`config.mk`:
```
export PLATFORM = sky130hd
export DESIGN_NAME = hvd_isqrt
export DESIGN_NICKNAME = d
export VERILOG_FILES = /design/src/hdl/hvd_pkg.sv /design/src/hdl/hvd_isqrt.sv
export SDC_FILE = /design/constraint.sdc
export NUM_CORES = 2
export LEC_CHECK = 0
export CORE_MARGIN = 5
export CORE_UTILIZATION = 41
export CTS_CLUSTER_DIAMETER = 200
export DETAILED_ROUTE_END_ITERATION = 7
export DONT_BUFFER_PORTS = 1
export SYNTH_ARGS = -nofsm -noshare
export SYNTH_HDL_FRONTEND = slang
export SYNTH_SLANG_ARGS = --single-unit
export TNS_END_PERCENT = 100
```
`constraint.sdc`:
```
create_clock -name clk -period 7.1 [get_ports clk]
set_input_delay 1.42 -clock clk [delete_from_list [all_inputs] [get_ports clk]]
set_output_delay 1.42 -clock clk [all_outputs]
set_load 0.02 [all_outputs]
```
`src/hdl/hvd_pkg.sv`:
```
// ----------------------------------------------------------------------------
// hvd_pkg: shared constants and helpers for the haversine distance pipeline
// Fixed-point constants (Q.30), arctangent table and widths used by all stages.
// ----------------------------------------------------------------------------
package hvd_pkg;

    localparam int ANGLE_FRAC_BITS = 29;
    localparam int CORDIC_STEPS    = 28;

    // Internal angle / value width: Q.30 values up to about +-2*pi plus growth
    localparam int DW = 36;

    localparam logic signed [DW-1:0] Q30_ONE     = 36'sd1073741824;
    localparam logic signed [DW-1:0] Q30_PI      = 36'sd3373259426;
    localparam logic signed [DW-1:0] Q30_HALF_PI = 36'sd1686629713;
    localparam logic signed [DW-1:0] Q30_TWO_PI  = 36'sd6746518853;
    localparam logic signed [DW-1:0] Q30_GAIN    = 36'sd652032874;

    localparam logic [23:0] RADIUS_RESET = 24'd6371000;
    localparam logic [25:0] DIST_MAX     = 26'd52706457;

    localparam logic [1:0] ADDR_RADIUS = 2'd0;

    typedef logic signed [DW-1:0] q_t;

    // Arctangent of 2^-i in Q.30
    function automatic q_t atan_q30(input int i);
        case (i)
            0:  atan_q30 = 36'sd843314857;
            1:  atan_q30 = 36'sd497837829;
            2:  atan_q30 = 36'sd263043837;
            3:  atan_q30 = 36'sd133525159;
            4:  atan_q30 = 36'sd67021687;
            5:  atan_q30 = 36'sd33543516;
            6:  atan_q30 = 36'sd16775851;
            7:  atan_q30 = 36'sd8388437;
            8:  atan_q30 = 36'sd4194283;
            9:  atan_q30 = 36'sd2097149;
            default:
                atan_q30 = (i < 31) ? q_t'(36'sd1 <<< (30 - i)) : '0;
        endcase
    endfunction

    // Clamp to [-1, 1]
    function automatic q_t clamp_one(input q_t v);
        if (v > Q30_ONE)
            clamp_one = Q30_ONE;
        else if (v < -Q30_ONE)
            clamp_one = -Q30_ONE;
        else
            clamp_one = v;
    endfunction

    // Q.30 product rounded half up
    function automatic q_t mul_q30(input q_t a, input q_t b);
        logic signed [2*DW-1:0] p;
        p = a * b + (2*DW)'(64'sd536870912);
        mul_q30 = q_t'(p >>> 30);
    endfunction

endpackage

```
`src/hdl/hvd_isqrt.sv`:
```
// ----------------------------------------------------------------------------
// hvd_isqrt: pipelined digit-by-digit square root of a Q.60 radicand
// One result bit per stage; returns the floor root as a Q.30 value.
// ----------------------------------------------------------------------------
module hvd_isqrt
    import hvd_pkg::*;
(
    input  logic        clk,
    input  logic        adv,
    input  logic [30:0] h,
    output logic [30:0] root
);

    localparam int NS = 31;

    logic [63:0] n_reg   [0:NS];
    logic [63:0] res_reg [0:NS];

    // Load the radicand h << 30
    always_ff @(posedge clk)
    begin
        if (adv)
        begin
            n_reg[0]   <= {3'b0, h, 30'b0};
            res_reg[0] <= '0;
        end
    end

    // Resolve one root bit per stage
    for (genvar k = 0; k < NS; k++)
    begin : g_sq
        localparam logic [63:0] BIT = 64'd1 << (2 * (NS - 1 - k) + 2);
        always_ff @(posedge clk)
        begin
            if (adv)
            begin
                if (n_reg[k] >= res_reg[k] + BIT)
                begin
                    n_reg[k+1]   <= n_reg[k] - (res_reg[k] + BIT);
                    res_reg[k+1] <= (res_reg[k] >> 1) + BIT;
                end
                else
                begin
                    n_reg[k+1]   <= n_reg[k];
                    res_reg[k+1] <= res_reg[k] >> 1;
                end
            end
        end
    end

    // Final shift for the lowest bit position (bit = 1)
    logic [63:0] n_last;
    logic [63:0] r_last;
    always_comb
    begin
        n_last = n_reg[NS];
        if (n_last >= res_reg[NS] + 64'd1)
            r_last = (res_reg[NS] >> 1) + 64'd1;
        else
            r_last = res_reg[NS] >> 1;
        root = r_last[30:0];
    end

endmodule

```
# Word-level counts from Yosys, hierarchy flattened
# Memories as Yosys holds them, arrays and structs flattened.
# Index checks and enable logic that the tools add are counted.
op_classes:
  n_addsub: 95
  bitwise: 62
  magnitude_cmp: 32
  muxes: 251
ops:
  columns: ["op", "count"]
  rows:
  - ["two-way mux 64 bit", 62]
  - [">= comparator 64 bit", 32]
  - ["subtractor 64 bit", 31]
  - ["two-way mux 1 bit", 188]
  - ["adder 63 x 11 -> 64 bit, second input constant", 1]
  - ["adder 63 x 13 -> 64 bit, second input constant", 1]
  - ["adder 63 x 15 -> 64 bit, second input constant", 1]
  - ["adder 63 x 17 -> 64 bit, second input constant", 1]
  - ["adder 63 x 19 -> 64 bit, second input constant", 1]
  - ["adder 63 x 21 -> 64 bit, second input constant", 1]
  - ["adder 63 x 23 -> 64 bit, second input constant", 1]
  - ["adder 63 x 25 -> 64 bit, second input constant", 1]
  - ["adder 63 x 27 -> 64 bit, second input constant", 1]
  - ["adder 63 x 29 -> 64 bit, second input constant", 1]
  - ["adder 63 x 3 -> 64 bit, second input constant", 1]
  - ["adder 63 x 31 -> 64 bit, second input constant", 1]
  - ["adder 63 x 33 -> 64 bit, second input constant", 1]
  - ["adder 63 x 35 -> 64 bit, second input constant", 1]
  - ["adder 63 x 37 -> 64 bit, second input constant", 1]
  - ["adder 63 x 39 -> 64 bit, second input constant", 1]
  - ["adder 63 x 41 -> 64 bit, second input constant", 1]
  - ["adder 63 x 43 -> 64 bit, second input constant", 1]
  - ["adder 63 x 45 -> 64 bit, second input constant", 1]
  - ["adder 63 x 47 -> 64 bit, second input constant", 1]
  - ["other kinds (46)", 107]
word_totals:
  word_cells: 442
  n_memories: 2
  out_inout_bits: 31
  ramBits: 4096
  in_bits: 33
  register_bits: 0
memory_table:
  columns: ["memory", "words", "width", "read_ports", "rd_clocked_by_memory_dff", "write_ports", "line_no", "source"]
  rows:
  - ["n_reg", 32, 64, 32, 0, 32, "hvd_isqrt.sv:16", "logic [63:0] n_reg [0:NS];"]
  - ["res_reg", 32, 64, 32, 0, 32, "hvd_isqrt.sv:17", "logic [63:0] res_reg [0:NS];"]

# Longest topological paths before layout
# An unclocked memory read counts as a cell.
depth:
  word_depth: 7
  ltp_mapped: 15
  mapped_depth_nobuf: 14

# Least setup slack after synthesis
# Ideal clock, no wire load.
synth_timing:
  kind: "input port to flip-flop"
  from: "input port adv"
  to: "memory n_reg[28][8], in the netlist n_reg[3][264], enable pin"
  path_stages: 4
  required_ns: 6.629
  path_buffers: 4
  path_slack_ns: 2.129
  arrival_ns: 4.500
  setup_ns: 0.471
  path_cell_list: "clkbuf_1 clkbuf_1 clkbuf_1 clkbuf_1"
synth_rtl:
  columns: ["element", "line_no", "source"]
  rows:
  - ["start: declaration", "hvd_isqrt.sv:9", "input logic adv,"]
  - ["end: declaration", "hvd_isqrt.sv:16", null]

==> impl_metrics.toml <==
[setup_path]
crit_chain = "buf_16 > buf_16 > buf_16 > buf_16 > buf_16 > buf_16 > nor2b_1 > and3_1 > nand3_1 > nor3_1 > a31o_2 > nor3b_1 > buf_4 > nand4_1 > xnor2_1"
critPathLaunchType = "input pin"
r2r_start = "n_reg[3][326]"
r2r-end = "n_reg[3][446]"
worstPathMaxFanout = 241
path_common_cell = "buf_16"
crit_required_ps = 7690
reg2regPathDepth = 12
critPathTopFamily = "buffers and inverters"
worstPathArrival_ps = 7060
slowest_stage = "nor3b_1"
endpoint_kind = "register"
ff2ff_setup_slack_ps = 2360
critPathBufInv = 7
crit_type = "in -> reg"
max_stage_delay_ps = 980

[route]
drtAntennaViolNets = 0
vias = 63600
routed_wl_um = 218000
drt_iter0_markers = 4645
viasPerCell = 5.45
drt_pre_antenna_iters = 5
wl_per_cell_um = 18.6
route.detailed.drc = 0

[min_path]
hold_path_depth = 0
min_path_type = "reg -> reg"
min_to = "res_reg[1][405]"
hp-start = "res_reg[1][342]"

[finish]
fill_cells = 20700
final_cell_area_um2 = 107000
antenna_cells = 0
stdcell_count = 11700
nets = 9071
largest_reg_flops = 1280
area_delta_synth_final_pct = 11.9
post-route-util_pct = 46.2
layout-drive-gt1-share_pct = 7.21

[logic_synthesis]
ys_ff_latch = 1775
synth_area_um2 = 95200
syn_area_per_cell_um2 = 11.4
yosys_warnings = 0
synth_cells = 8360
synthTopCellsByCount = "1775 x edfxtp_1, 703 x nand2_1, 673 x inv_1"
synth_fp_nets = 8933
synth-async-reset-ratio_pct = 0
synth.area.top_cells = "edfxtp_1 56%, ha_1 6.9%, xnor2_1 3.9%"
synth_most_common_cell = "edfxtp_1"
synth_edf_count = 1775
yosysTopAreaCell = "edfxtp_1"
synthFlopType = "edfxtp_1"
ys_seq_area_share_pct = 56.0
yosysUniqueCellTypes = 93
synth_top_area_share_pct = 56.0

[grt]
grt-ovfl-total = 0
antenna_found_initial = 1
grt_max_degree = 241
grt_pass1_wl_um = 344000
grt_usage_pct = 17.6
grt_pass1_vias = 62300

[timing]
skew_ps = 88.0
timing.slew.headroom_pct = 10.8
timing.fmax_mhz = 155
setup_viol = 0
maxSlewViolCount = 0
hold-worst-slack_ps = 407
period_needed_ps = 6470
fin_crit_sh_pct = 91.1
worst_slack_ps = 629
rsz0062_at_grt = "no"
hold_violations = 0
tightest_slew_ps = 1340

[place]
place_area_um2 = 99700
globalplace.congestion = 0.889
place_ws_ps = -2150
portBuffers = 0
dp_cells = 11300
dp_hpwl_um = 161000

[floorplanning]
fp.dieArea_um2 = 242000
die_h_um = 492
design.portCount = 64
die_x_um = 492
initial_core_util_pct = 41.3
core_region_area_um2 = 231000
rows = 176

[clocking]
clock_latency_ps = 850
hold_buffers = 0
h-tree-depth = 4
cts_resized = 0
cts_tree = "done"
root_buffer = "clkbuf_16"
clockBufferDepth = 3
cts_made_buffers = 195
clock_sinks = 1775
clk_pin_slew_ps = 60

[pwr]
vdd_drop_max_uv = 238
powerDensity_nw_per_um2 = 307
power.leakage_nw = 40.3

[outcome]
status = "completed"

[job]
maxCapViolCount = 0
## cells in the final DEF, fill, tap and decap left out, drive strengths merged, types with 72 or more instances in the layout
cell | synthesis | final
ha | 525 | 525
nor2 | 458 | 458
o21ai | 549 | 549
clkbuf | 182 | 228
buf | 63 | 181
edfxtp | 1775 | 1775
xnor2 | 419 | 419
o21a | 76 | 76
xor2 | 416 | 416
nor3 | 248 | 248
nor4 | 189 | 189
nand2b | 93 | 93
or3 | 96 | 96
a21o | 197 | 197
clkinv | 1 | 86
inv | 676 | 681
a21oi | 470 | 470
nand2 | 703 | 703
nand4 | 115 | 115
or4 | 72 | 72
nand3 | 165 | 165
## cells by family (layout without fill, tap and decap cells)
group                      count (synthesis)  in the layout  share of synthesized area (%)
xor gates and xnor gates                 835            835                           7.68
muxes                                     64             64                          0.740
buffers and inverters                    922           1216                           3.79
adders and majority gates                540            540                           7.22
DFF                                     1775           1775                           56.0
and+or+nand+nor                         2488           2488                           13.3
AOI/OAI and AO/OA                       1736           1736                           11.3
## cell type report
class | count | area [µm²] | area share, %
clock buffer | 227 | 5000 | 4.69
clock inverter | 126 | 1640 | 1.54
inverter | 677 | 2540 | 2.38
multi-input combinational | 5663 | 38400 | 36.0
sequential | 1775 | 53300 | 50.0
tap | 3026 | 3790 | 3.55
timing repair buffer | 186 | 1900 | 1.78
## how the worst max path moves through the flow
stage	startpoint	to	slack [ps]	cells past startpoint
after detailed placement	adv	n_reg[3][439]	-2150	15
after CTS	adv	n_reg[3][439]	350	15
after global routing	adv	n_reg[3][439]	240	15
final	adv	n_reg[3][446]	630	15
after floorplan	adv	n_reg[3][264]	2130	4
after global placement	adv	n_reg[3][439]	-1940	15
## worst reg2reg max path, cell delays in order (launching register included)
cell and delay [ps]:
edfxtp_1 480, ha_1 270, fa_1 440, a211oi_1 420
o21ai_0 200, a31o_2 330, o211ai_1 330, a211oi_1 180
o21ai_0 330, nor3b_1 1030, buf_4 250, nand4_1 110
xnor2_1 130
## power by group
part           switching (mW)  internal (mW)
Sequential               1.21           13.5
Combinational            4.47           3.20
Clock                    4.36           5.98
## metrics by stage
| stage | TNS [ps] | power, mW |
|---|---|---|
| after CTS | 0 | 33.0 |
| after detailed placement | -496230 | 22.5 |
| after floorplan | 0 | 20.3 |
| final | 0 | 32.7 |
| after global placement | -377700 | 22.4 |
| after global routing | 0 | 34.5 |
## metal layers
| metal | vias up | GRT usage, % | wire length (µm) |
|---|---|---|---|
| met5 | - | 0 | 0 |
| met4 | 0 | 5.15 | 6240 |
| met3 | 390 | 2.58 | 10100 |
| met1 | 30600 | 22.5 | 93000 |
| li1 | 31100 | - | - |
| met2 | 1554 | 30.9 | 109000 |
## timing repair
action | CTS | global route
setup buffers | 0 | 0
pin swaps | 0 | 0
endpoints found under the setup margin | 60 | 36
cloned | 4 | 1
endpoints found under the hold margin | 0 | 0
Power figures use the tool's default switching activity.
